===== src/sv/binary128_to_decimal_ascii_assert.svh =====
// assertion macros for the binary to decimal ascii converter
// used by the top level only; needs clk and arst_n in scope
`ifndef BINARY128_TO_DECIMAL_ASCII_ASSERT_SVH
`define BINARY128_TO_DECIMAL_ASCII_ASSERT_SVH

// same-cycle implication, checked out of reset
`define B2DA_ASSERT_IMP(lbl, ante, cons) \
	lbl: assert property (@(posedge clk) disable iff (!arst_n) (ante) |-> (cons)) \
		else $error("b2da assertion failed");

// next-cycle implication, checked out of reset
`define B2DA_ASSERT_NXT(lbl, ante, cons) \
	lbl: assert property (@(posedge clk) disable iff (!arst_n) (ante) |=> (cons)) \
		else $error("b2da assertion failed");

`endif


===== src/sv/b2da_pkg.sv =====
// shared constants and types for the binary to decimal ascii converter
// no dependencies
`default_nettype none

package b2da_pkg;

	// default width of the converted value
	localparam int VALUE_BITS_DEF = 128;

	// fixed widths of the stream fields
	localparam int HALF_W  = 64;
	localparam int IN_W    = 2 * HALF_W;
	localparam int CHAR_W  = 8;

	// ascii codes
	localparam logic [CHAR_W-1:0] ASCII_ZERO = 8'd48;
	localparam logic [CHAR_W-1:0] ASCII_NINE = 8'd57;
	localparam logic [CHAR_W-1:0] ASCII_NL   = 8'd10;

	// bcd digit width
	localparam int BCD_DIGIT_W = 4;

	// depth of the queue between front and back
	localparam int QUEUE_DEPTH = 2;

	// queue status seen by front and back
	typedef struct packed {
		logic full;
		logic empty;
	} q_status_t;

endpackage

`default_nettype wire


===== src/sv/binary128_to_decimal_ascii.sv =====
// top level of the binary to decimal ascii converter
// depends on b2da_pkg, b2da_front, b2da_queue, b2da_back and the assertion header
//
// channel   dir  beat                         fields
// s_axis    in   one value to convert         tdata: value_high, value_low
// m_axis    out  one character of the text    tdata: char_code; tlast: last
//
// a value is loaded, converted to bcd by shift-and-add-3 over its VALUE_BITS bits,
// stripped of its leading zero digits, and then sent as its digits followed by the
// newline.
// reset clears all control state at once; there is no clearing pass.
// the front holds one value and the queue two more while the back is busy;
// a stalled output holds the back end in place.
`default_nettype none

module binary128_to_decimal_ascii import b2da_pkg::*; #(
	parameter int VALUE_BITS = VALUE_BITS_DEF
) (
	input  wire               clk,
	input  wire               arst_n,
	input  wire               s_axis_tvalid,
	output logic              s_axis_tready,
	input  wire  [IN_W-1:0]   s_axis_tdata,   // value_high [63:0], value_low [127:64]
	output logic              m_axis_tvalid,
	input  wire               m_axis_tready,
	output logic [CHAR_W-1:0] m_axis_tdata,   // char_code [7:0]
	output logic              m_axis_tlast    // last
);

`include "binary128_to_decimal_ascii_assert.svh"

	q_status_t             q_status;
	logic                  q_push;
	logic                  q_pop;
	logic [VALUE_BITS-1:0] q_wdata;
	logic [VALUE_BITS-1:0] q_rdata;

	// accept and mask
	b2da_front #(.VALUE_BITS(VALUE_BITS)) u_front (
		.clk           (clk),
		.arst_n        (arst_n),
		.s_axis_tvalid (s_axis_tvalid),
		.s_axis_tready (s_axis_tready),
		.s_axis_tdata  (s_axis_tdata),
		.q_status      (q_status),
		.q_push        (q_push),
		.q_wdata       (q_wdata)
	);

	// decoupling queue
	b2da_queue #(.VALUE_BITS(VALUE_BITS)) u_queue (
		.clk    (clk),
		.arst_n (arst_n),
		.push   (q_push),
		.wdata  (q_wdata),
		.pop    (q_pop),
		.rdata  (q_rdata),
		.status (q_status)
	);

	// conversion and character output
	b2da_back #(.VALUE_BITS(VALUE_BITS)) u_back (
		.clk           (clk),
		.arst_n        (arst_n),
		.q_status      (q_status),
		.q_rdata       (q_rdata),
		.q_pop         (q_pop),
		.m_axis_tvalid (m_axis_tvalid),
		.m_axis_tready (m_axis_tready),
		.m_axis_tdata  (m_axis_tdata),
		.m_axis_tlast  (m_axis_tlast)
	);

	// checks on the output text and the queue
	`B2DA_ASSERT_IMP(a_last_is_newline, m_axis_tvalid && m_axis_tlast, m_axis_tdata == ASCII_NL)
	`B2DA_ASSERT_IMP(a_body_is_digit, m_axis_tvalid && !m_axis_tlast, m_axis_tdata >= ASCII_ZERO && m_axis_tdata <= ASCII_NINE)
	`B2DA_ASSERT_IMP(a_no_overflow, q_push, !q_status.full)
	`B2DA_ASSERT_IMP(a_no_underflow, q_status.empty, !q_pop)
	`B2DA_ASSERT_NXT(a_out_held, m_axis_tvalid && !m_axis_tready, m_axis_tvalid)

endmodule

`default_nettype wire


===== src/sv/b2da_front.sv =====
// front end: accepts input beats, masks the value to its width, hands it to the queue
// depends on b2da_pkg
`default_nettype none

module b2da_front import b2da_pkg::*; #(
	parameter int VALUE_BITS = VALUE_BITS_DEF
) (
	input  wire                   clk,
	input  wire                   arst_n,
	input  wire                   s_axis_tvalid,
	output logic                  s_axis_tready,
	input  wire  [IN_W-1:0]       s_axis_tdata,   // value_high [63:0], value_low [127:64]
	input  q_status_t             q_status,
	output logic                  q_push,
	output logic [VALUE_BITS-1:0] q_wdata
);

	logic                  held_q;
	logic [VALUE_BITS-1:0] value_q;
	logic [IN_W-1:0]       joined;
	logic                  take;

	// rebuild the 128-bit value: high half over low half
	assign joined = {s_axis_tdata[HALF_W-1:0], s_axis_tdata[IN_W-1:HALF_W]};

	// one holding stage; free when empty or draining into the queue
	assign q_push        = held_q && !q_status.full;
	assign s_axis_tready = !held_q || !q_status.full;
	assign take          = s_axis_tvalid && s_axis_tready;
	assign q_wdata       = value_q;

	always_ff @(posedge clk or negedge arst_n) begin
		if (!arst_n) begin
			held_q <= 1'b0;
		end else if (take) begin
			held_q <= 1'b1;
		end else if (q_push) begin
			held_q <= 1'b0;
		end
	end

	// bits above the value width are dropped here
	always_ff @(posedge clk) begin
		if (take) begin
			value_q <= joined[VALUE_BITS-1:0];
		end
	end

endmodule

`default_nettype wire


===== src/sv/b2da_queue.sv =====
// short fifo between front and back ends
// depends on b2da_pkg
`default_nettype none

module b2da_queue import b2da_pkg::*; #(
	parameter int VALUE_BITS = VALUE_BITS_DEF
) (
	input  wire                   clk,
	input  wire                   arst_n,
	input  wire                   push,
	input  wire  [VALUE_BITS-1:0] wdata,
	input  wire                   pop,
	output logic [VALUE_BITS-1:0] rdata,
	output q_status_t             status
);

	localparam int PTR_W = (QUEUE_DEPTH > 1) ? $clog2(QUEUE_DEPTH) : 1;
	localparam int CNT_W = $clog2(QUEUE_DEPTH + 1);

	logic [VALUE_BITS-1:0] entry_q [QUEUE_DEPTH];
	logic [PTR_W-1:0]      wr_ptr_q;
	logic [PTR_W-1:0]      rd_ptr_q;
	logic [CNT_W-1:0]      count_q;

	assign status.full  = (count_q == CNT_W'(QUEUE_DEPTH));
	assign status.empty = (count_q == '0);
	assign rdata        = entry_q[rd_ptr_q];

	// pointer and fill count
	always_ff @(posedge clk or negedge arst_n) begin
		if (!arst_n) begin
			wr_ptr_q <= '0;
			rd_ptr_q <= '0;
			count_q  <= '0;
		end else begin
			if (push) begin
				wr_ptr_q <= (wr_ptr_q == PTR_W'(QUEUE_DEPTH - 1)) ? '0 : wr_ptr_q + 1'b1;
			end
			if (pop) begin
				rd_ptr_q <= (rd_ptr_q == PTR_W'(QUEUE_DEPTH - 1)) ? '0 : rd_ptr_q + 1'b1;
			end
			if (push && !pop) begin
				count_q <= count_q + 1'b1;
			end else if (pop && !push) begin
				count_q <= count_q - 1'b1;
			end
		end
	end

	// entry storage
	always_ff @(posedge clk) begin
		if (push) begin
			entry_q[wr_ptr_q] <= wdata;
		end
	end

endmodule

`default_nettype wire


===== src/sv/b2da_back.sv =====
// back end: shift-and-add-3 conversion to bcd, leading zero skip, character output
// depends on b2da_pkg
`default_nettype none

module b2da_back import b2da_pkg::*; #(
	parameter int VALUE_BITS = VALUE_BITS_DEF
) (
	input  wire                   clk,
	input  wire                   arst_n,
	input  q_status_t             q_status,
	input  wire  [VALUE_BITS-1:0] q_rdata,
	output logic                  q_pop,
	output logic                  m_axis_tvalid,
	input  wire                   m_axis_tready,
	output logic [CHAR_W-1:0]     m_axis_tdata,   // char_code [7:0]
	output logic                  m_axis_tlast    // last
);

	// enough decimal digits for any value of the given width
	localparam int DIGITS = (VALUE_BITS * 30103) / 100000 + 1;
	localparam int BCD_W  = DIGITS * BCD_DIGIT_W;
	localparam int CNT_W  = $clog2(VALUE_BITS + 1);
	localparam int LEFT_W = $clog2(DIGITS + 1);

	typedef enum logic [4:0] {
		ST_IDLE = 5'b00001,
		ST_CONV = 5'b00010,
		ST_SKIP = 5'b00100,
		ST_EMIT = 5'b01000,
		ST_NL   = 5'b10000
	} conv_state_t;

	conv_state_t           state_q;
	logic [VALUE_BITS-1:0] bin_q;
	logic [BCD_W-1:0]      bcd_q;
	logic [BCD_W-1:0]      bcd_adj;
	logic [CNT_W-1:0]      cnt_q;
	logic [LEFT_W-1:0]     left_q;
	logic                  out_valid_q;
	logic [CHAR_W-1:0]     out_data_q;
	logic                  out_last_q;
	logic                  out_free;
	logic [BCD_DIGIT_W-1:0] top_digit;

	assign out_free      = !out_valid_q || m_axis_tready;
	assign top_digit     = bcd_q[BCD_W-1 -: BCD_DIGIT_W];
	assign q_pop         = (state_q == ST_IDLE) && !q_status.empty;
	assign m_axis_tvalid = out_valid_q;
	assign m_axis_tdata  = out_data_q;
	assign m_axis_tlast  = out_last_q;

	// add 3 to every digit of 5 or more before the shift
	always_comb begin
		for (int d = 0; d < DIGITS; d++) begin
			if (bcd_q[d*BCD_DIGIT_W +: BCD_DIGIT_W] >= 4'd5) begin
				bcd_adj[d*BCD_DIGIT_W +: BCD_DIGIT_W] =
					bcd_q[d*BCD_DIGIT_W +: BCD_DIGIT_W] + 4'd3;
			end else begin
				bcd_adj[d*BCD_DIGIT_W +: BCD_DIGIT_W] = bcd_q[d*BCD_DIGIT_W +: BCD_DIGIT_W];
			end
		end
	end

	// sequencer
	always_ff @(posedge clk or negedge arst_n) begin
		if (!arst_n) begin
			state_q <= ST_IDLE;
			cnt_q   <= '0;
			left_q  <= '0;
		end else begin
			case (state_q)
				ST_IDLE: begin
					if (!q_status.empty) begin
						cnt_q   <= CNT_W'(VALUE_BITS);
						state_q <= ST_CONV;
					end
				end
				ST_CONV: begin
					cnt_q <= cnt_q - 1'b1;
					if (cnt_q == CNT_W'(1)) begin
						left_q  <= LEFT_W'(DIGITS);
						state_q <= ST_SKIP;
					end
				end
				ST_SKIP: begin
					if (top_digit == '0 && left_q != LEFT_W'(1)) begin
						left_q <= left_q - 1'b1;
					end else begin
						state_q <= ST_EMIT;
					end
				end
				ST_EMIT: begin
					if (out_free) begin
						left_q <= left_q - 1'b1;
						if (left_q == LEFT_W'(1)) begin
							state_q <= ST_NL;
						end
					end
				end
				ST_NL: begin
					if (out_free) begin
						state_q <= ST_IDLE;
					end
				end
				default: begin
					state_q <= ST_IDLE;
				end
			endcase
		end
	end

	// working registers of the conversion
	always_ff @(posedge clk) begin
		case (state_q)
			ST_IDLE: begin
				if (!q_status.empty) begin
					bin_q <= q_rdata;
					bcd_q <= '0;
				end
			end
			ST_CONV: begin
				bcd_q <= {bcd_adj[BCD_W-2:0], bin_q[VALUE_BITS-1]};
				bin_q <= bin_q << 1;
			end
			ST_SKIP: begin
				if (top_digit == '0 && left_q != LEFT_W'(1)) begin
					bcd_q <= bcd_q << BCD_DIGIT_W;
				end
			end
			ST_EMIT: begin
				if (out_free) begin
					bcd_q <= bcd_q << BCD_DIGIT_W;
				end
			end
			default: begin
			end
		endcase
	end

	// output register, one beat held while the sink stalls
	always_ff @(posedge clk or negedge arst_n) begin
		if (!arst_n) begin
			out_valid_q <= 1'b0;
		end else if (out_free) begin
			out_valid_q <= (state_q == ST_EMIT) || (state_q == ST_NL);
		end
	end

	always_ff @(posedge clk) begin
		if (out_free) begin
			if (state_q == ST_NL) begin
				out_data_q <= ASCII_NL;
				out_last_q <= 1'b1;
			end else begin
				out_data_q <= ASCII_ZERO + CHAR_W'(top_digit);
				out_last_q <= 1'b0;
			end
		end
	end

endmodule

`default_nettype wire


===== config.mk =====
export PLATFORM = sky130hd
export DESIGN_NAME = binary128_to_decimal_ascii
export DESIGN_NICKNAME = d
export VERILOG_FILES = /design/src/sv/b2da_pkg.sv /design/src/sv/binary128_to_decimal_ascii.sv /design/src/sv/b2da_front.sv /design/src/sv/b2da_queue.sv /design/src/sv/b2da_back.sv
export VERILOG_INCLUDE_DIRS = /design/src /design/src/sv
export SDC_FILE = /design/constraint.sdc
export NUM_CORES = 1
export LEC_CHECK = 0
export ABC_AREA = 0
export BUFFER_PORTS_ARGS = -buffer_cell sky130_fd_sc_hd__buf_2
export CORE_MARGIN = 4
export CORE_UTILIZATION = 48
export CTS_CLUSTER_DIAMETER = 150
export DETAILED_ROUTE_END_ITERATION = 10
export PLACE_DENSITY = 0.73
export SYNTH_ARGS = -nofsm -noshare
export SYNTH_HDL_FRONTEND = slang
export SYNTH_SLANG_ARGS = --single-unit

===== constraint.sdc =====
create_clock -name clk -period 21.9 [get_ports clk]
set_clock_uncertainty 0.2 [all_clocks]
set_input_delay 2.19 -clock clk [delete_from_list [all_inputs] [get_ports clk]]
set_output_delay 2.19 -clock clk [all_outputs]
set_load 0.02 [all_outputs]

==> results.yml, run 1 <==
run_status:
  outcome: "complete, no violations"
pwr:
  p_leak_nw: 12.9
  total_power_w: 0.00306
  power_density_nw_per_um2: 92.6
  worst_ir_drop_vdd_mv: 0.0711
critical_path:
  crit_start: "m_axis_tready"
  crit_end: "u_back.bcd_q[5]"
  cp_top_family: "buffers and inverters"
  cp-end-kind: "register"
  worstPathArrival_ps: 4990
  cp_slowest_cell: "buf_4"
  start_kind: "input pin"
  cp_cell_sequence: "buf_2, nor2b_1, and3_1, a31oi_4, and3_4, buf_4, buf_4"
  critPathMostFrequentCell: "buf_4"
  r2r_end: "u_back.bcd_q[5]"
  timing.rr.start: "u_back.state_q[3]"
  r2r_slack_ps: 17590
  path_class: "in2reg"
  cp_max_fo: 72
  worstPathBufferInverterCount: 3
  slowest_delay_ps: 840
  rr_worst_depth: 6
  critical_path_depth: 7
  required_ps: 21900
synth:
  yosys_warnings: 0
  synthArstFlopShare_pct: 3.58
  synth_cells: 2070
  ys_seq_area_share_pct: 70.8
  syn_area_per_cell_um2: 14.2
  synthDistinctLibCells: 55
  syn_area_um2: 29500
  synth-seq-cells: 699
  synthFlopType: "edfxtp_1"
  synth-edff-count: 674
grt:
  grtUsageTotal_pct: 15.1
  grt_pass1_vias: 16861
  grt_pass1_wl_um: 82900
  overflow: 0
  grt_max_degree: 132
  antenna_found_initial: 0
routing:
  drt_iter0_drc: 1331
  vias_per_cell: 5.40
  vias: 16472
  wl_per_cell_um: 16.5
  drcViolationCount: 0
  first_pass_iters: 5
  finalWirelength_um: 50400
  ant_nets: 0
layout:
  antenna_cells: 0
  area_growth_pct: 12.2
  layout-drive-gt1-share_pct: 12.1
  final_area_um2: 33100
  finalNetCount: 2427
  final_common_cell: "edfxtp_1"
  final_cell_mix: "674 x edfxtp_1, 263 x o21ai_0, 220 x nand2_1, 140 x buf_2, 130 x mux2i_1"
sta:
  setup_viol: 0
  finalHoldViolations: 0
  min_period_ps: 4990
  fin_crit_sh_pct: 22.8
  rsz0062_at_grt: "false"
  worstMarginPinSlew_ps: 1100
  setup_tns_ps: 0
  timing.slew.headroom_pct: 26.4
  drv_slew: 0
  max_clock_freq_mhz: 201
clock_network:
  insertion_delay_ps: 590
  cts.repair.resized: 0
  clock-sinks: 699
  hold_buffers: 0
  cts_tree: "yes"
  cts_root_buffer: "clkbuf_16"
  clk_pin_slew_worst_paths_ps: 60
  cts_setup_buffers: 0
  htreeDepth: 3
  cts_buffers: 70
  cts_buffer_depth: 3
floorplan:
  start_util_pct: 48.6
  core-area_um2: 60600
  num_rows: 90
  die_y_um: 256
  dieArea_um2: 65400
  ios: 143
  die_w_um: 256
place:
  port_buffers: 140
  gp_congestion: 0.769
  hpwlAfterDp_um: 29700
  place_area_um2: 30900
min_path:
  min_path_type: "reg2reg"
flow_run:
  drv_cap: 0
## final cells by class
type	count	area, um2
Multi-Input combinational cell	1198	7890
Sequential cell	699	20900
Fill cell	4784	27500
Inverter	89	334
Timing Repair Buffer	154	806
Clock buffer	84	1830
Tap cell	782	978
Clock inverter	42	357
## sequential cells by signal, summed over array words and instances (netlist names)
signal                flops
u_queue.rd_ptr_q          1
u_back.left_q             6
u_queue.entry_q         256
u_back.m_axis_tdata       5
u_back.bcd_q            156
u_back.m_axis_tlast       1
u_back.m_axis_tvalid      1
u_queue.wr_ptr_q          1
u_queue.count_q           2
u_back.bin_q            128
u_back.cnt_q              8
u_front.held_q            1
u_back.state_q            5
u_front.q_wdata         128
## cells in the mapped netlist, types with 2 or more instances
cell type  instances  area [um2]
edfxtp_1         674       20200
o21ai_0          263        1320
nand2_1          221         830
mux2i_1          130        1300
a21oi_1          115         576
inv_1             89         334
ha_1              83        1040
nor3b_1           60         450
o22ai_1           52         325
nand2b_1          43         269
xnor2_1           42         368
clkbuf_1          40         150
nor2_1            38         143
dfrtp_1           24         601
buf_4             21         158
a22o_1            19         166
o31ai_1           17         128
nor2b_1           16         100
a22oi_1           14         105
buf_2             14        70.1
xor2_1            14         123
nand3_1           13        65.1
o32ai_1           12         105
buf_1              9        33.8
and3_1             4        25.0
nor4b_1            4        35.0
and2_1             3        18.8
nor3_1             3        15.0
a31oi_4            2        42.5
nand3b_1           2        15.0
nand3b_2           2        22.5
o21ai_1            2        10.0
o41ai_1            2        17.5
o41ai_2            2        32.5
## worst min path at each step
stage	start	to	slack [ps]	cells after the start
global placement	u_front.q_wdata[29]	u_queue.entry_q[0][29]	220	0
finish	u_front.q_wdata[39]	u_queue.entry_q[0][39]	240	0
detailed placement	u_front.q_wdata[72]	u_queue.entry_q[0][72]	230	0
global route	u_front.q_wdata[104]	u_queue.entry_q[0][104]	250	0
floorplan	u_front.q_wdata[0]	u_queue.entry_q[0][0]	220	0
CTS	u_front.q_wdata[34]	u_queue.entry_q[1][34]	240	0
## per-stage QoR
stage          setup WS, ps  hold WS (ps)  std cells  util [%]
2_1_floorplan         14780           221       2071         -
3_3_place_gp          16390           224       2922      51.0
3_5_place_dp          16310           230       2922      51.0
4_1_cts               16940           241       3048      54.6
5_1_grt               16720           248       3048      54.6
6_report              16910           239       3048      54.6
## kinds of logic after synthesis
family	share of synthesized area, %
DFF	70.8
buffers and inverters	2.57
other	0.0127
muxes	4.42
xor gates and xnor gates	1.67
and+or+nand+nor	7.14
AOI/OAI and AO/OA	9.84
adders and majority gates	3.53
## layer usage
metal  routed length (um)  GRT usage, %  up-vias  share of wire, %
met5                    0             0        -                 0
li1                     -             -     8028                 -
met2                25400          26.1      323                50
met4                 1220          5.06        0               2.4
met1                21700          19.3     8026                43
met3                 2140          2.86       95               4.2
## where the power goes
group          switching (W)  internal [W]  leakage (nW)
logic               0.000131     0.0000425          4.50
registers          0.0000522       0.00170          7.31
clock network       0.000483      0.000656          1.06
Note: power is estimated with default switching activity, not from simulation.
==> run 2: changes to the inputs <==
Settings changed: ABC_AREA 0 to 1.
Clock period 21.9 ns to 5.1 ns, I/O delays scaled along.
==> run 2 against run 1 <==
Utilization increased by 2.4 points. Flip-flop and latch count unchanged. Clock power increased to 4.4 times the previous value. Design area up 4.7%. First-iteration DRC count grew 14%. Global-route usage up 2.3 points. Setup slack lost 15000 ps. Sequential power increased to 4.3 times the previous value. Critical path type is now reg2reg. Largest cell class unchanged. Largest power group unchanged.
==> results.yml, run 2 <==
run_status:
  outcome: "complete, no violations"
layout:
  final_cell_mix: "674 x edfxtp_1, 353 x nand2_1, 268 x o21ai_0, 224 x nor2_1, 200 x inv_1"
  final_common_cell: "edfxtp_1"
  area_growth_pct: 16.7
  largest-register: "u_queue.entry_q"
  finalNetCount: 2839
  layout-drive-gt1-share_pct: 12.7
  largest_reg_flops: 256
  layoutNonFillerInstCount: 3463
  top_regs: "u_queue.entry_q (256), u_back.bcd_q (156)"
routing:
  ant_nets: 0
  vias_per_cell: 5.45
  drcViolationCount: 0
  finalWirelength_um: 58300
  wl_per_cell_um: 16.8
  vias: 18875
  drt_iter0_drc: 1521
  first_pass_iters: 5
critical_path:
  cp_max_fo: 63
  path_class: "reg2reg"
  r2r_end: "u_back.bin_q[39]"
  r2r_slack_ps: 1840
  rr_worst_depth: 4
  cp_cell_sequence: "nor2_4, nand3_4, nand2_4, buf_4"
  cp_top_family: "simple AND/OR/NAND/NOR gates"
  timing.rr.start: "u_back.state_q[2]"
  slowest_delay_ps: 860
  worstPathArrival_ps: 3320
  worstPathBufferInverterCount: 1
  cp_slowest_cell: "nand2_4"
  cp-end-kind: "register"
  start_kind: "register"
  required_ps: 5150
sta:
  finalHoldViolations: 0
  rsz0062_at_grt: "false"
  worstMarginPinSlew_ps: 1170
  worst_slack_ps: 1840
  timing.slew.headroom_pct: 21.5
  max_clock_freq_mhz: 306
  setup_viol: 0
  min_period_ps: 3260
  fin_crit_sh_pct: 64.0
  drv_slew: 0
synth:
  synthTopCellsByCount: "674 x edfxtp_1, 355 x nand2_1, 268 x o21ai_0, 227 x nor2_1, 202 x inv_1"
  synthArstFlopShare_pct: 3.58
  yosysMostFrequentCell: "edfxtp_1"
  yosysTopAreaCellShare_pct: 68.3
  syn_area_per_cell_um2: 12.6
  yosys_warnings: 0
  syn_area_um2: 29600
  synth-seq-cells: 699
  ys_seq_area_share_pct: 70.4
  synth.largest_area_cell: "edfxtp_1"
  synthDistinctLibCells: 38
  synth_cells: 2359
  synthFlopType: "edfxtp_1"
  synth-edff-count: 674
  synth.area.top_cells: "edfxtp_1 68%, o21ai_0 4.5%, nand2_1 4.5%, ha_1 3.5%, nor2_1 2.9%"
min_path:
  min-delay-start: "m_axis_tready"
  min_path_type: "in2reg"
  hold_depth: 4
  holdPathEnd: "u_back.state_q[4]"
place:
  port_buffers: 140
  hpwlAfterDp_um: 31200
  gp_congestion: 0.788
  placedCellCount: 3203
  place_ws_ps: 1770
clock_network:
  clk_pin_slew_worst_paths_ps: 60
  cts.repair.resized: 0
  cts_setup_buffers: 0
  cts_buffer_depth: 3
  htreeDepth: 3
  hold_buffers: 130
  insertion_delay_ps: 620
  cts_buffers: 71
  cts_tree: "yes"
  clock-sinks: 699
  cts_root_buffer: "clkbuf_16"
grt:
  grt_max_degree: 171
  grt_pass1_wl_um: 94800
  overflow: 0
  antenna_found_initial: 0
  grtUsageTotal_pct: 17.3
  grt_pass1_vias: 19237
floorplan:
  start_util_pct: 48.8
  dieArea_um2: 65800
  ios: 143
  num_rows: 90
  core-area_um2: 60700
  die_w_um: 257
  die_y_um: 257
flow_run:
  drv_cap: 0
pwr:
  worst_ir_drop_vdd_mv: 0.341
  power_density_nw_per_um2: 390
  p_leak_nw: 13.0
run 2: cell types whose count changed in the layout (fill, tap and decap cells not counted), sizes merged, moves of 19 or more:
| cell | previous run | this run |
|---|---|---|
| nor2 | 39 | 230 |
| nand2 | 221 | 356 |
| dlygate4sd3 | 0 | 130 |
| mux2i | 130 | 0 |
| a31oi | 3 | 127 |
| inv | 90 | 206 |
| nor3b | 60 | 1 |
| nand2b | 44 | 0 |
| xnor2 | 42 | 1 |
| o21ai | 265 | 299 |
| a22o | 19 | 0 |
run 2: through the flow:
step	TNS (ps)	hold WS (ps)	power (W)	cell area, um2	utilization [%]
floorplan	-84440	14.4	0.00817	29700	-
global route	0	86.6	0.0140	34600	57.0
global placement	0	223	0.00841	31000	51.1
finish	0	77.8	0.0135	34600	57.0
CTS	0	40.9	0.0135	34600	57.0
detailed placement	0	230	0.00848	31000	51.1
run 2: cells by family after synthesis:
group | share of synthesized area (%)
flip-flops | 70.4
AND/OR/NAND/NOR | 8.28
AO/OA/AOI/OAI | 12.6
buffers and inverters | 4.49
adder cells (fa/ha/maj) | 3.50
XOR/XNOR | 0.680
other | 0.0126
run 2: worst min-delay path, stage by stage:
cell and delay [ps]:
buf_2 80, nor2_1 70, nand4_1 110, nand2_1 70
run 2: worst max-delay path by stage:
stage | startpoint | end | slack [ps] | depth (start not counted)
after global routing | u_back.state_q[1] | u_back.bin_q[57] | 1590 | 5
after floorplan | u_back.state_q[2] | u_back.bcd_q[0] | -540 | 7
after global placement | u_back.state_q[1] | u_back.bin_q[38] | 1850 | 5
after CTS | u_back.state_q[2] | u_back.bin_q[56] | 1790 | 4
after detailed placement | u_back.state_q[2] | u_back.bin_q[40] | 1770 | 4
final | u_back.state_q[2] | u_back.bin_q[39] | 1840 | 4
run 2: power breakdown:
part           leakage (nW)  switching (W)  total [W]  internal (W)
registers              7.28       0.000257    0.00758       0.00732
clock network          1.08        0.00220    0.00505       0.00284
logic                  4.60       0.000633   0.000862      0.000229
total                  13.0        0.00310     0.0135        0.0104
run 2: cell type report:
class                           instances  area (um2)
Multi-Input combinational cell       1362        7520
Sequential cell                       699       20900
Tap cell                              782         978
Inverter                              206         779
Clock inverter                         42         388
Timing Repair Buffer                  284        2190
Clock buffer                           87        1870
Fill cell                            4527       26100
Antenna cell                            1        2.50
run 2: layer usage:
| metal | share of wire, % | track usage (%) | wire length, um | up-vias |
|---|---|---|---|---|
| met3 | 5.1 | 3.10 | 3000 | 110 |
| met1 | 40 | 21.1 | 23600 | 9200 |
| li1 | - | - | - | 9009 |
| met4 | 2.7 | 6.50 | 1570 | 0 |
| met5 | 0 | 0 | 0 | - |
| met2 | 52 | 31.0 | 30100 | 556 |
==> run 3: changes to the inputs <==
Settings changed: ABC_AREA 1 to 0, PLACE_DENSITY 0.73 to 0.75.
Clock period 5.1 ns to 2.75 ns, I/O delays scaled along.
==> run 3 against run 2 <==
Flip-flop and latch count stayed put. Via count is 7.8% lower. Design area is 1.5% higher. Critical path depth is 2 higher. Maximum frequency is 28% higher. Critical endpoint is now u_back.bcd_q[121]. Routed wire length is 5.4% lower. Global-route usage is 0.84 points lower. Non-clock buffer count is 28 higher. Largest cell class unchanged.
==> results.yml, run 3 (synthesis results as in run 1) <==
sta:
  min_period_ps: 2550
  setup_viol: 0
  finalHoldViolations: 0
  max_clock_freq_mhz: 392
  timing.slew.headroom_pct: 45.7
  worst_slack_ps: 200
  worstMarginPinSlew_ps: 814
  rsz0062_at_grt: "false"
  drv_slew: 0
  fin_crit_sh_pct: 92.7
place:
  gp_congestion: 0.764
  place_ws_ps: 221
  port_buffers: 140
  placedCellCount: 2947
  hpwlAfterDp_um: 31900
clock_network:
  insertion_delay_ps: 620
  cts_tree: "yes"
  cts_buffer_depth: 3
  clock-sinks: 699
  cts_root_buffer: "clkbuf_16"
  cts_setup_buffers: 0
  htreeDepth: 3
  clk_pin_slew_worst_paths_ps: 60
  cts_buffers: 72
critical_path:
  cp_max_fo: 52
  cp_slowest_cell: "buf_4"
  worstPathBufferInverterCount: 2
  cp-end-kind: "register"
  path_class: "reg2reg"
  cp_top_family: "buffers and inverters"
  slowest_delay_ps: 550
  required_ps: 2790
  start_kind: "register"
  worstPathArrival_ps: 2590
  cp_cell_sequence: "ha_1, inv_1, o311ai_4, a31oi_4, and3_4, buf_4"
routing:
  first_pass_iters: 5
  vias_per_cell: 5.42
  wl_per_cell_um: 17.2
  vias: 17403
  drcViolationCount: 0
  finalWirelength_um: 55200
  ant_nets: 0
  drt_iter0_drc: 1242
grt:
  grt_pass1_wl_um: 89700
  grtUsageTotal_pct: 16.5
  grt_max_degree: 160
  overflow: 0
  grt_pass1_vias: 17835
  antenna_found_initial: 1
floorplan:
  start_util_pct: 48.6
  core-area_um2: 60600
  ios: 143
  dieArea_um2: 65400
  num_rows: 90
  die_w_um: 256
  die_y_um: 256
pwr:
  power_density_nw_per_um2: 733
  p_leak_nw: 13.8
  worst_ir_drop_vdd_mv: 0.763
  total_power_w: 0.0257
layout:
  layoutNonFillerInstCount: 3212
  largest-register: "u_queue.entry_q"
  top_regs: "u_queue.entry_q (256), u_back.bcd_q (156)"
  final_common_cell: "edfxtp_1"
  finalNetCount: 2587
  largest_reg_flops: 256
  area_growth_pct: 19.2
  layout-drive-gt1-share_pct: 13.2
  nFillCells: 4499
  final_cell_mix: "674 x edfxtp_1, 263 x o21ai_0, 219 x nand2_1, 140 x buf_2, 132 x dlygate4sd3_1"
  post-route-util_pct: 58.0
run_status:
  outcome: "complete, no violations"
flow_run:
  drv_cap: 0
min_path:
  min_path_type: "in2reg"
[run 3: stage by stage]
stage / area [um2] / hold slack, ps / setup TNS [ps]
finish: 35100 / 154 / 0
global route: 35100 / 136 / 0
CTS: 35100 / 119 / 0
detailed placement: 31300 / 117 / 0
global placement: 31300 / 104 / 0
floorplan: 29600 / -221 / -82570
[run 3: power by group]
part | internal [W] | leakage (nW) | switching [W]
Sequential | 0.0135 | 7.31 | 0.000478
Combinational | 0.000662 | 5.27 | 0.00115
Clock | 0.00582 | 1.18 | 0.00415
[run 3: worst paths after layout]
check | from | to | slack [ps] | cells after the start
worst max-delay path | u_back.left_q[0] | u_back.bcd_q[121] | 200 | 6
worst min-delay path | s_axis_tdata[79] | u_front.q_wdata[15] | 150 | 2
worst max register to register | u_back.left_q[0] | u_back.bcd_q[121] | 200 | 6
worst min register to register | u_front.q_wdata[31] | u_queue.entry_q[1][31] | 240 | 0
max in group asynchronous | arst_n | u_queue.rd_ptr_q | 1620 | 4
min in group asynchronous | arst_n | u_front.held_q | 560 | 4
[run 3: layout make-up]
cell class,instances,area [um2],area share (%)
Antenna cell,1,2.50,0.00713
Clock buffer,84,1880,5.35
Clock inverter,47,558,1.59
Inverter,89,334,0.951
Multi-Input combinational cell,1198,7940,22.6
Sequential cell,699,20900,59.4
Tap cell,782,978,2.79
Timing Repair Buffer,312,2560,7.29
[run 3: worst reg2reg max path: stages (launching register included)]
cell,delay (ps)
dfrtp_1,410
ha_1,210
inv_1,110
o311ai_4,140
a31oi_4,250
and3_4,260
buf_4,550
[run 3: layer usage]
metal	GRT usage [%]	up-vias	wire [um]
met2	28.9	427	28200
met1	20.9	8529	23200
met5	0	-	0
li1	-	8365	-
met3	3.12	82	2740
met4	5.26	0	1070
[run 3: what timing repair did]
item,4_1_cts,5_1_grt
hold endpoints to repair,156,0
hold buffers,133,0
resized for setup,0,0
